File: src/hw/rtl/cmm_pkg.sv
// ----------------------------------------------------------------------------
// cmm_pkg
// Shared types and constants for the coprocessor mailbox management block.
// ----------------------------------------------------------------------------
package cmm_pkg;

    localparam int unsigned WORD_W   = 64;
    localparam int unsigned EP_W     = 8;
    localparam int unsigned CODE_W   = 16;
    localparam int unsigned CFG_IX_W = 3;
    localparam int unsigned SYS_EPS  = 4;

    // input kinds
    typedef enum logic [2:0] {
        KIND_RX     = 3'd0,
        KIND_SET_AP = 3'd1,
        KIND_START  = 3'd2,
        KIND_SEND   = 3'd3,
        KIND_WAKE   = 3'd4
    } in_kind_t;

    typedef enum logic [1:0] {
        OUT_STATUS   = 2'd0,
        OUT_TRANSMIT = 2'd1,
        OUT_DELIVER  = 2'd2
    } out_kind_t;

    typedef enum logic [1:0] {
        ST_OK        = 2'd0,
        ST_INVALID   = 2'd1,
        ST_UNHANDLED = 2'd2
    } status_t;

    typedef enum logic [2:0] {
        CFG_MIN_VERSION    = 3'd0,
        CFG_MAX_VERSION    = 3'd1,
        CFG_POWER_ON       = 3'd2,
        CFG_POWER_SLEEP    = 3'd3,
        CFG_POWER_QUIESCED = 3'd4
    } cfg_index_t;

    // management message types, carried in bits 59..52
    localparam logic [7:0] MT_HELLO       = 8'd1;
    localparam logic [7:0] MT_HELLO_ACK   = 8'd2;
    localparam logic [7:0] MT_STARTEP     = 8'd5;
    localparam logic [7:0] MT_IOP_PWR     = 8'd6;
    localparam logic [7:0] MT_IOP_PWR_ACK = 8'd7;
    localparam logic [7:0] MT_EPMAP       = 8'd8;
    localparam logic [7:0] MT_AP_PWR      = 8'd11;

    localparam int unsigned TYPE_SHIFT = 52;
    localparam int unsigned EPMAP_LAST_BIT = 51;

    localparam logic [CODE_W-1:0] RST_MIN_VERSION    = 16'd11;
    localparam logic [CODE_W-1:0] RST_MAX_VERSION    = 16'd12;
    localparam logic [CODE_W-1:0] RST_POWER_ON       = 16'd32;
    localparam logic [CODE_W-1:0] RST_POWER_SLEEP    = 16'd1;
    localparam logic [CODE_W-1:0] RST_POWER_QUIESCED = 16'd16;

    typedef struct packed {
        logic [CODE_W-1:0] min_version;
        logic [CODE_W-1:0] max_version;
        logic [CODE_W-1:0] power_on_code;
    } cmm_cfg_t;

    // everything the output side needs to play out one input word
    typedef struct packed {
        out_kind_t          out_kind;
        logic [EP_W-1:0]    ep;
        logic [WORD_W-1:0]  word;
        status_t            status;
        logic [CODE_W-1:0]  iop_power;
        logic [CODE_W-1:0]  ap_power;
        logic [SYS_EPS-1:0] start_mask;
    } cmm_bundle_t;

    function automatic logic [WORD_W-1:0] mgmt_word(input logic [7:0] mtype,
                                                    input logic [51:0] data);
        return {4'd0, mtype, data};
    endfunction

    function automatic logic [WORD_W-1:0] start_word(input logic [EP_W-1:0] ep);
        return mgmt_word(MT_STARTEP, {12'd0, ep, 32'd2});
    endfunction

endpackage

File: src/hw/rtl/cmm_core.sv
// ----------------------------------------------------------------------------
// cmm_core
// Input register, tracked state and the single-pass decode of one word.
// ----------------------------------------------------------------------------
module cmm_core
(
    input  logic                      clk,
    input  logic                      rst_n,
    input  cmm_pkg::cmm_cfg_t         cfg,
    input  logic                      in_valid,
    output logic                      in_ready,
    input  logic [2:0]                kind,
    input  logic [cmm_pkg::WORD_W-1:0] msg_word,
    input  logic [cmm_pkg::EP_W-1:0]   endpoint,
    input  logic [cmm_pkg::CODE_W-1:0] power_request,
    output logic                      bundle_valid,
    input  logic                      bundle_ready,
    output cmm_pkg::cmm_bundle_t      bundle
);

    logic                       valid_reg;
    logic [2:0]                 kind_reg;
    logic [cmm_pkg::WORD_W-1:0] word_reg;
    logic [cmm_pkg::EP_W-1:0]   ep_reg;
    logic [cmm_pkg::CODE_W-1:0] preq_reg;

    logic [cmm_pkg::CODE_W-1:0] iop_reg, iop_next;
    logic [cmm_pkg::CODE_W-1:0] ap_reg, ap_next;
    logic [63:0]                map_reg, map_next;
    logic [31:0]                client_reg, client_next;

    logic        advance;
    logic [7:0]  mtype;
    logic [15:0] ver_lo, ver_hi, ver;
    logic [2:0]  map_base;

    assign advance      = valid_reg && bundle_ready;
    assign in_ready     = !valid_reg || bundle_ready;
    assign bundle_valid = valid_reg;

    always_ff @(posedge clk or negedge rst_n)
    begin
        if (!rst_n)
        begin
            valid_reg <= 1'b0;
        end
        else if (in_ready)
        begin
            valid_reg <= in_valid;
        end
    end

    always_ff @(posedge clk)
    begin
        if (in_ready && in_valid)
        begin
            kind_reg <= kind;
            word_reg <= msg_word;
            ep_reg   <= endpoint;
            preq_reg <= power_request;
        end
    end

    always_ff @(posedge clk or negedge rst_n)
    begin
        if (!rst_n)
        begin
            iop_reg    <= cmm_pkg::RST_POWER_SLEEP;
            ap_reg     <= cmm_pkg::RST_POWER_QUIESCED;
            map_reg    <= '0;
            client_reg <= '0;
        end
        else if (advance)
        begin
            iop_reg    <= iop_next;
            ap_reg     <= ap_next;
            map_reg    <= map_next;
            client_reg <= client_next;
        end
    end

    assign mtype    = word_reg[59:52];
    assign ver_lo   = word_reg[15:0];
    assign ver_hi   = word_reg[31:16];
    assign ver      = (ver_hi < cfg.max_version) ? ver_hi : cfg.max_version;
    assign map_base = word_reg[34:32];

    always_comb
    begin
        iop_next    = iop_reg;
        ap_next     = ap_reg;
        map_next    = map_reg;
        client_next = client_reg;

        bundle.out_kind   = cmm_pkg::OUT_STATUS;
        bundle.ep         = '0;
        bundle.word       = '0;
        bundle.status     = cmm_pkg::ST_OK;
        bundle.start_mask = '0;

        unique case (kind_reg)
            cmm_pkg::KIND_RX:
            begin
                if (ep_reg == '0)
                begin
                    case (mtype)
                        cmm_pkg::MT_HELLO:
                        begin
                            if (ver_lo > cfg.max_version || ver_hi < cfg.min_version)
                            begin
                                bundle.status = cmm_pkg::ST_INVALID;
                            end
                            else
                            begin
                                bundle.out_kind = cmm_pkg::OUT_TRANSMIT;
                                bundle.word = cmm_pkg::mgmt_word(cmm_pkg::MT_HELLO_ACK,
                                                                 {20'd0, ver, ver});
                            end
                        end
                        cmm_pkg::MT_IOP_PWR_ACK:
                        begin
                            iop_next = word_reg[15:0];
                        end
                        cmm_pkg::MT_AP_PWR:
                        begin
                            ap_next = word_reg[15:0];
                        end
                        cmm_pkg::MT_EPMAP:
                        begin
                            // bases of 2 and up shift everything past bit 63
                            if (map_base == 3'd0)
                            begin
                                map_next = map_reg | {32'd0, word_reg[31:0]};
                            end
                            else if (map_base == 3'd1)
                            begin
                                map_next = map_reg | {word_reg[31:0], 32'd0};
                            end
                            bundle.out_kind = cmm_pkg::OUT_TRANSMIT;
                            bundle.word = cmm_pkg::mgmt_word(cmm_pkg::MT_EPMAP,
                                {17'd0, map_base, 32'd0});
                            if (word_reg[cmm_pkg::EPMAP_LAST_BIT])
                            begin
                                bundle.word[cmm_pkg::EPMAP_LAST_BIT] = 1'b1;
                                bundle.start_mask = map_next[cmm_pkg::SYS_EPS:1];
                            end
                            else
                            begin
                                bundle.word[0] = 1'b1;
                            end
                        end
                        default:
                        begin
                            bundle.status = cmm_pkg::ST_UNHANDLED;
                        end
                    endcase
                end
                else if (ep_reg == 8'd1 || ep_reg == 8'd2 || ep_reg == 8'd4)
                begin
                    bundle.status = cmm_pkg::ST_OK;
                end
                else if (ep_reg[7:5] == 3'b001 && client_reg[ep_reg[4:0]])
                begin
                    bundle.out_kind = cmm_pkg::OUT_DELIVER;
                    bundle.ep       = ep_reg;
                    bundle.word     = word_reg;
                end
                else
                begin
                    bundle.status = cmm_pkg::ST_UNHANDLED;
                end
            end
            cmm_pkg::KIND_SET_AP:
            begin
                if (ap_reg != preq_reg)
                begin
                    bundle.out_kind = cmm_pkg::OUT_TRANSMIT;
                    bundle.word = cmm_pkg::mgmt_word(cmm_pkg::MT_AP_PWR, {36'd0, preq_reg});
                end
            end
            cmm_pkg::KIND_START:
            begin
                // client endpoints live at 32..63
                if (ep_reg[7:5] != 3'b001 || !map_reg[{1'b1, ep_reg[4:0]}])
                begin
                    bundle.status = cmm_pkg::ST_INVALID;
                end
                else
                begin
                    client_next[ep_reg[4:0]] = 1'b1;
                    bundle.out_kind = cmm_pkg::OUT_TRANSMIT;
                    bundle.word     = cmm_pkg::start_word(ep_reg);
                end
            end
            cmm_pkg::KIND_SEND:
            begin
                bundle.out_kind = cmm_pkg::OUT_TRANSMIT;
                bundle.ep       = ep_reg;
                bundle.word     = word_reg;
            end
            cmm_pkg::KIND_WAKE:
            begin
                bundle.out_kind = cmm_pkg::OUT_TRANSMIT;
                bundle.word = cmm_pkg::mgmt_word(cmm_pkg::MT_IOP_PWR,
                                                 {36'd0, cfg.power_on_code});
            end
            default:
            begin
                bundle.status = cmm_pkg::ST_UNHANDLED;
            end
        endcase

        bundle.iop_power = iop_next;
        bundle.ap_power  = ap_next;
    end

endmodule

File: src/hw/rtl/cmm_emit.sv
// ----------------------------------------------------------------------------
// cmm_emit
// Result register; plays out the first result and any system endpoint starts.
// ----------------------------------------------------------------------------
module cmm_emit
(
    input  logic                      clk,
    input  logic                      rst_n,
    input  logic                      bundle_valid,
    output logic                      bundle_ready,
    input  cmm_pkg::cmm_bundle_t      bundle,
    output logic                      out_valid,
    input  logic                      out_ready,
    output logic [1:0]                out_kind,
    output logic [cmm_pkg::EP_W-1:0]   out_endpoint,
    output logic [cmm_pkg::WORD_W-1:0] out_word,
    output logic [1:0]                status,
    output logic [cmm_pkg::CODE_W-1:0] iop_power_now,
    output logic [cmm_pkg::CODE_W-1:0] ap_power_now,
    output logic                      last
);

    logic                        valid_reg;
    logic                        first_reg;
    logic [cmm_pkg::SYS_EPS-1:0] mask_reg, mask_next;
    cmm_pkg::cmm_bundle_t        hold_reg;

    logic [cmm_pkg::SYS_EPS-1:0] low_bit;
    logic [cmm_pkg::EP_W-1:0]    start_ep;
    logic                        take;

    assign low_bit = mask_reg & (~mask_reg + 1'b1);

    always_comb
    begin
        start_ep = 8'd4;
        if (mask_reg[0])
        begin
            start_ep = 8'd1;
        end
        else if (mask_reg[1])
        begin
            start_ep = 8'd2;
        end
        else if (mask_reg[2])
        begin
            start_ep = 8'd3;
        end
    end

    assign last = first_reg ? (mask_reg == '0) : (mask_reg == low_bit);
    assign out_valid    = valid_reg;
    assign bundle_ready = !valid_reg || (out_ready && last);
    assign take         = bundle_valid && bundle_ready;
    assign mask_next    = first_reg ? mask_reg : (mask_reg & ~low_bit);

    always_ff @(posedge clk or negedge rst_n)
    begin
        if (!rst_n)
        begin
            valid_reg <= 1'b0;
            first_reg <= 1'b0;
            mask_reg  <= '0;
        end
        else if (take)
        begin
            valid_reg <= 1'b1;
            first_reg <= 1'b1;
            mask_reg  <= bundle.start_mask;
        end
        else if (valid_reg && out_ready)
        begin
            valid_reg <= !last;
            first_reg <= 1'b0;
            mask_reg  <= mask_next;
        end
    end

    always_ff @(posedge clk)
    begin
        if (take)
        begin
            hold_reg <= bundle;
        end
    end

    always_comb
    begin
        if (first_reg)
        begin
            out_kind     = hold_reg.out_kind;
            out_endpoint = hold_reg.ep;
            out_word     = hold_reg.word;
            status       = hold_reg.status;
        end
        else
        begin
            out_kind     = cmm_pkg::OUT_TRANSMIT;
            out_endpoint = '0;
            out_word     = cmm_pkg::start_word(start_ep);
            status       = cmm_pkg::ST_OK;
        end
    end

    assign iop_power_now = hold_reg.iop_power;
    assign ap_power_now  = hold_reg.ap_power;

`ifndef SYNTHESIS
    a_pending_work: assert property (@(posedge clk) disable iff (!rst_n)
        valid_reg |-> (first_reg || mask_reg != '0))
        else $error("result register valid with nothing left to send");

    a_more_follows: assert property (@(posedge clk) disable iff (!rst_n)
        (valid_reg && out_ready && !last && !take) |=> valid_reg)
        else $error("word sequence dropped before its last result");

    a_start_is_tx: assert property (@(posedge clk) disable iff (!rst_n)
        (valid_reg && !first_reg) |-> (out_kind == cmm_pkg::OUT_TRANSMIT
                                       && status == cmm_pkg::ST_OK))
        else $error("endpoint start result is not a transmit");

    a_idle_after_last: assert property (@(posedge clk) disable iff (!rst_n)
        (valid_reg && out_ready && last && !bundle_valid) |=> !valid_reg)
        else $error("result register still valid after last word");
`endif

endmodule

File: src/hw/rtl/coprocessor_mailbox_mgmt.sv
// ----------------------------------------------------------------------------
// coprocessor_mailbox_mgmt
// Host side of a coprocessor mailbox management protocol.
// ----------------------------------------------------------------------------
// Input channel (in_valid/in_ready): one word per handshake, either a word
// received from the mailbox (kind 0) or a host request: set AP power, start a
// client endpoint, send to an endpoint, wake the IOP.
// Output channel (out_valid/out_ready): one to five result words per input,
// the final one flagged by last. Each carries the tracked IOP and AP power
// states as they stand after that input.
// The first result of an accepted word passes through the input register and
// then the result register before it is offered on the output. The
// input register and the result register each take a new word whenever they
// empty, so single-result words flow at one per cycle while out_ready stays
// high; an endpoint-map word that starts n system endpoints occupies the result
// register until its last start result is taken.
// Stalls: if out_ready is low the result holds, one more word waits in the
// input register, then in_ready drops.
// Reset: power states return to the sleep and quiesced reset codes, endpoint
// map and client registrations clear, configuration returns to its defaults.
// The user must write configuration (cfg_we/cfg_index/cfg_data) only while idle; the block does not enforce it.
// ----------------------------------------------------------------------------
module coprocessor_mailbox_mgmt
(
    input  logic                      clk,
    input  logic                      rst_n,
    input  logic                      cfg_we,
    input  logic [cmm_pkg::CFG_IX_W-1:0] cfg_index,
    input  logic [cmm_pkg::CODE_W-1:0] cfg_data,
    input  logic                      in_valid,
    output logic                      in_ready,
    input  logic [2:0]                kind,
    input  logic [cmm_pkg::WORD_W-1:0] msg_word,
    input  logic [cmm_pkg::EP_W-1:0]   endpoint,
    input  logic [cmm_pkg::CODE_W-1:0] power_request,
    output logic                      out_valid,
    input  logic                      out_ready,
    output logic [1:0]                out_kind,
    output logic [cmm_pkg::EP_W-1:0]   out_endpoint,
    output logic [cmm_pkg::WORD_W-1:0] out_word,
    output logic [1:0]                status,
    output logic [cmm_pkg::CODE_W-1:0] iop_power_now,
    output logic [cmm_pkg::CODE_W-1:0] ap_power_now,
    output logic                      last
);

    cmm_pkg::cmm_cfg_t          cfg_reg;

    logic                 bundle_valid;
    logic                 bundle_ready;
    cmm_pkg::cmm_bundle_t bundle;

    always_ff @(posedge clk or negedge rst_n)
    begin
        if (!rst_n)
        begin
            cfg_reg.min_version   <= cmm_pkg::RST_MIN_VERSION;
            cfg_reg.max_version   <= cmm_pkg::RST_MAX_VERSION;
            cfg_reg.power_on_code <= cmm_pkg::RST_POWER_ON;
        end
        else if (cfg_we)
        begin
            unique case (cfg_index)
                cmm_pkg::CFG_MIN_VERSION:    cfg_reg.min_version   <= cfg_data;
                cmm_pkg::CFG_MAX_VERSION:    cfg_reg.max_version   <= cfg_data;
                cmm_pkg::CFG_POWER_ON:       cfg_reg.power_on_code <= cfg_data;
                // sleep and quiesced codes only seed the power states, and reset
                // brings them back to their defaults, so nothing is kept for them
                default:
                begin
                end
            endcase
        end
    end

    cmm_core u_core
    (
        .clk                 (clk),
        .rst_n               (rst_n),
        .cfg                 (cfg_reg),
        .in_valid            (in_valid),
        .in_ready            (in_ready),
        .kind                (kind),
        .msg_word            (msg_word),
        .endpoint            (endpoint),
        .power_request       (power_request),
        .bundle_valid        (bundle_valid),
        .bundle_ready        (bundle_ready),
        .bundle              (bundle)
    );

    cmm_emit u_emit
    (
        .clk           (clk),
        .rst_n         (rst_n),
        .bundle_valid  (bundle_valid),
        .bundle_ready  (bundle_ready),
        .bundle        (bundle),
        .out_valid     (out_valid),
        .out_ready     (out_ready),
        .out_kind      (out_kind),
        .out_endpoint  (out_endpoint),
        .out_word      (out_word),
        .status        (status),
        .iop_power_now (iop_power_now),
        .ap_power_now  (ap_power_now),
        .last          (last)
    );

endmodule
File: config.mk
export PLATFORM = sky130hd
export DESIGN_NAME = coprocessor_mailbox_mgmt
export DESIGN_NICKNAME = d
export VERILOG_FILES = /design/src/hw/rtl/cmm_pkg.sv /design/src/hw/rtl/cmm_core.sv /design/src/hw/rtl/cmm_emit.sv /design/src/hw/rtl/coprocessor_mailbox_mgmt.sv
export SDC_FILE = /design/constraint.sdc
export NUM_CORES = 1
export LEC_CHECK = 0
export BUFFER_PORTS_ARGS = -buffer_cell sky130_fd_sc_hd__buf_2
export CAP_MARGIN = 20
export CORE_UTILIZATION = 35
export DETAILED_ROUTE_END_ITERATION = 7
export GPL_TIMING_DRIVEN = 0
export SETUP_SLACK_MARGIN = 0.05
export SYNTH_ARGS = -nofsm -noshare
export SYNTH_HDL_FRONTEND = slang
export SYNTH_HIERARCHICAL = 1
export SYNTH_SLANG_ARGS = --single-unit
File: constraint.sdc
create_clock -name clk -period 9.6 [get_ports clk]
set_input_delay 0.96 -clock clk [delete_from_list [all_inputs] [get_ports clk]]
set_output_delay 0.96 -clock clk [all_outputs]
set_load 0.01 [all_outputs]
==> impl_metrics.json <==
{
  "critical_path_arrival_ns": 4.38,
  "grt_pass1_wl_um": 66900,
  "initialDrtViolationCount": 984,
  "setup_tns_ns": 0,
  "startpoint_type": "register",
  "cts_root_buf": "clkbuf_16",
  "synth_flop_cell": "edfxtp_1",
  "cts_resized": 0,
  "drc": 0,
  "syn_nets": 1312,
  "die-area_um2": 46900,
  "cp_max_fo": 10,
  "peakVddDrop_v": 0.000141,
  "critical_path_class": "register to register",
  "portBuffers": 225,
  "avgSynthCellArea_um2": 14.0,
  "fmaxAchievable_ghz": 0.251,
  "fin_skew_ns": 0.0204,
  "initial_core_util": 0.355,
  "dr.pass1.iters": 7,
  "finalCritPeriodShare": 0.415,
  "slowest_delay_ns": 0.76,
  "post-route-util": 0.433,
  "pwr_density_cell_nw_per_um2": 202,
  "fillers": 4209,
  "drv_slew": 0,
  "vias": 10600,
  "cts_made_buffers": 43,
  "setup_violations": 0,
  "crit_required_ns": 10.00,
  "final_nets": 1591,
  "async_flop_share": 0.438,
  "coreArea_um2": 45400,
  "grt_max_degree": 93,
  "clk_latency_ns": 0.56,
  "maxSlewHeadroom": 0.316,
  "syn2layout_area_growth_pct": 21.8,
  "dp_cells": 1984,
  "cts.sinks": 354,
  "row_count": 78,
  "mappedNetlistArea_um2": 16100,
  "path_clk_slew_ns": 0.06,
  "hold_viol": 0,
  "status": "complete, no violations",
  "worstRegToRegCells": 9,
  "p_leak_nw": 8.97,
  "cp_slowest_cell": "o21ai_0",
  "rrSetupSlack_ns": 5.62,
  "wirelength_um": 44600,
  "htreeDepth": 2,
  "io_pins": 226,
  "die_y_um": 217,
  "ant_nets": 0,
  "wl_per_cell_um": 21.6,
  "final_layout_size_suffix_gt1_frac": 0.340,
  "synth.distinct_cells": 70,
  "synth_warnings": 6,
  "final_cells": 2066,
  "maxCapViolations": 0,
  "hpwl_um": 32700,
  "internal_power_mw": 2.95,
  "reg2reg_to": "u_emit/hold_reg[69]$_DFFE_PP_",
  "switchingPower_mw": 1.01,
  "ys_ff_latch": 354,
  "setup_slack_ns": 5.62,
  "worstMarginPinSlew_ns": 1.02,
  "p_seq_frac": 0.460,
  "antenna_found_initial": 2,
  "vias_per_cell": 5.13,
  "worstSetupEndpointType": "register",
  "synth_seq_area_share": 0.612,
  "place_congestion": 0.850,
  "grt-ovfl-total": 0,
  "crit_family": "compound AO/OA/AOI/OAI gates",
  "cts_tree": "built",
  "place_ws_ns": 5.71,
  "cp_cell_sequence": "ha_1 -> nand4_1 -> o311a_1 -> o21ai_0 -> o2111ai_1 -> nor2b_1 -> clkbuf_1 -> clkbuf_1 -> a22o_1",
  "die_w_um": 217,
  "crit_buf_inv": 2,
  "p_sw_frac": 0.255,
  "rsz0062_at_grt": "false",
  "globalRouteTotalUtil": 0.191,
  "post-cts-setup-buffer-count": 0,
  "synthCells": 1151,
  "holdBufCountCts": 0,
  "p_clk_frac": 0.412,
  "final_area_um2": 19600,
  "comb_power_share": 0.128,
  "r2r_start": "u_core/word_reg[23]$_DFFE_PP_",
  "hold_path.class": "primary input to asynchronous set/reset pin",
  "first_global_vias": 10800,
  "largest_reg_flops": 76,
  "clockBufferDepth": 3,
  "synth_edf_count": 199,
  "place_area_um2": 18200,
  "crit_path_frequent_cell": "clkbuf_1",
  "period_minus_slack_ns": 3.98
}
==> placed cells by master, fill, tap and decap left out, types with 32 or more instances in the layout <==
cell type	instances
ha_1	46
nand2_1	33
buf_2	232
edfxtp_1	199
clkbuf_16	46
buf_4	36
inv_1	42
and2_1	102
o21ai_0	32
mux2_2	110
dfrtp_1	147
a21o_1	73
clkbuf_1	39
==> metrics by stage <==
step / power [mW] / hold slack [ns]
finish: 3.96 / 0.337
global placement: 2.34 / 0.432
floorplan: 2.12 / 0.422
detailed placement: 2.36 / 0.439
global route: 4.12 / 0.362
CTS: 4.00 / 0.333
==> Yosys cell counts (3+ instances only) <==
master / instances / area share
a211oi_1: 4 / 0.0019
o41a_1: 4 / 0.0028
and2_1: 103 / 0.040
dfrtp_1: 147 / 0.23
nand2_1: 33 / 0.0077
nor3b_1: 5 / 0.0023
nor3_1: 11 / 0.0034
a211o_1: 3 / 0.0016
and3b_1: 3 / 0.0016
nand3_1: 11 / 0.0034
a21o_1: 73 / 0.034
o31ai_1: 8 / 0.0037
nand4_1: 9 / 0.0035
xnor2_1: 17 / 0.0092
buf_2: 7 / 0.0022
nor2_1: 21 / 0.0049
buf_4: 35 / 0.016
dfstp_2: 8 / 0.013
mux2i_1: 25 / 0.016
buf_1: 5 / 0.0012
and3_1: 3 / 0.0012
nor2b_1: 3 / 0.0012
edfxtp_1: 199 / 0.37
nor4_1: 9 / 0.0035
clkbuf_1: 27 / 0.0063
ha_1: 46 / 0.036
a21oi_1: 27 / 0.0084
mux2_2: 110 / 0.077
inv_1: 42 / 0.0098
mux4_2: 13 / 0.018
o21ai_0: 32 / 0.0099
a22o_1: 22 / 0.012
buf_6: 10 / 0.0070
nand2b_1: 9 / 0.0035
o211ai_1: 3 / 0.0014
nand3b_1: 7 / 0.0033
a222oi_1: 14 / 0.0087
o22ai_1: 3 / 0.0012
==> metal layers <==
metal | GRT usage | wire [um]
met1 | 0.261 | 19900
met2 | 0.305 | 20600
met3 | 0.0337 | 2750
met4 | 0.0692 | 1340
met5 | 0 | 0
==> kinds of logic after synthesis <==
kind of cell,after synthesis,synth area share
AO/OA/AOI/OAI,213,0.0977
XOR/XNOR,17,0.00924
adder cells (fa/ha/maj),47,0.0363
buffers and inverters,127,0.0432
flip-flops,354,0.612
multiplexers,150,0.112
AND/OR/NAND/NOR,243,0.0894
==> power groups by stage <==
stage / combinational [mW] / clock (mW) / sequential, mW
2_1_floorplan: 0.313 / 0 / 1.81
5_1_grt: 0.559 / 1.73 / 1.83
6_report: 0.508 / 1.63 / 1.82
3_5_place_dp: 0.508 / 0 / 1.85
3_3_place_gp: 0.481 / 0 / 1.86
4_1_cts: 0.512 / 1.67 / 1.82
==> cell type report <==
class,count,area (um2),share of cell area
Clock buffer,63,1260,0.0644
Sequential cell,354,9860,0.502
Clock inverter,16,153,0.00778
Antenna cell,2,5.00,0.000255
Buffer,85,538,0.0274
Tap cell,600,751,0.0382
Inverter,42,158,0.00803
Timing Repair Buffer,234,1320,0.0672
Multi-Input combinational cell,670,5580,0.284
==> worst max-delay path by stage <==
| stage | slack (ns) | start | cells after the start | to |
|---|---|---|---|---|
| 5_1_grt | 5.55 | u_core/word_reg[57]$_DFFE_PP_ | 8 | u_emit/hold_reg[69]$_DFFE_PP_ |
| 6_report | 5.62 | u_core/word_reg[23]$_DFFE_PP_ | 9 | u_emit/hold_reg[69]$_DFFE_PP_ |
| 2_1_floorplan | 4.85 | out_ready | 3 | u_emit/mask_reg[3]$_DFFE_PN0P_ |
| 3_3_place_gp | 2.77 | out_ready | 4 | u_emit/mask_reg[3]$_DFFE_PN0P_ |
| 3_5_place_dp | 5.71 | u_core/word_reg[23]$_DFFE_PP_ | 9 | u_emit/hold_reg[69]$_DFFE_PP_ |
| 4_1_cts | 5.70 | u_core/word_reg[23]$_DFFE_PP_ | 9 | u_emit/hold_reg[69]$_DFFE_PP_ |
No activity file was read; power rests on OpenSTA's default activity.
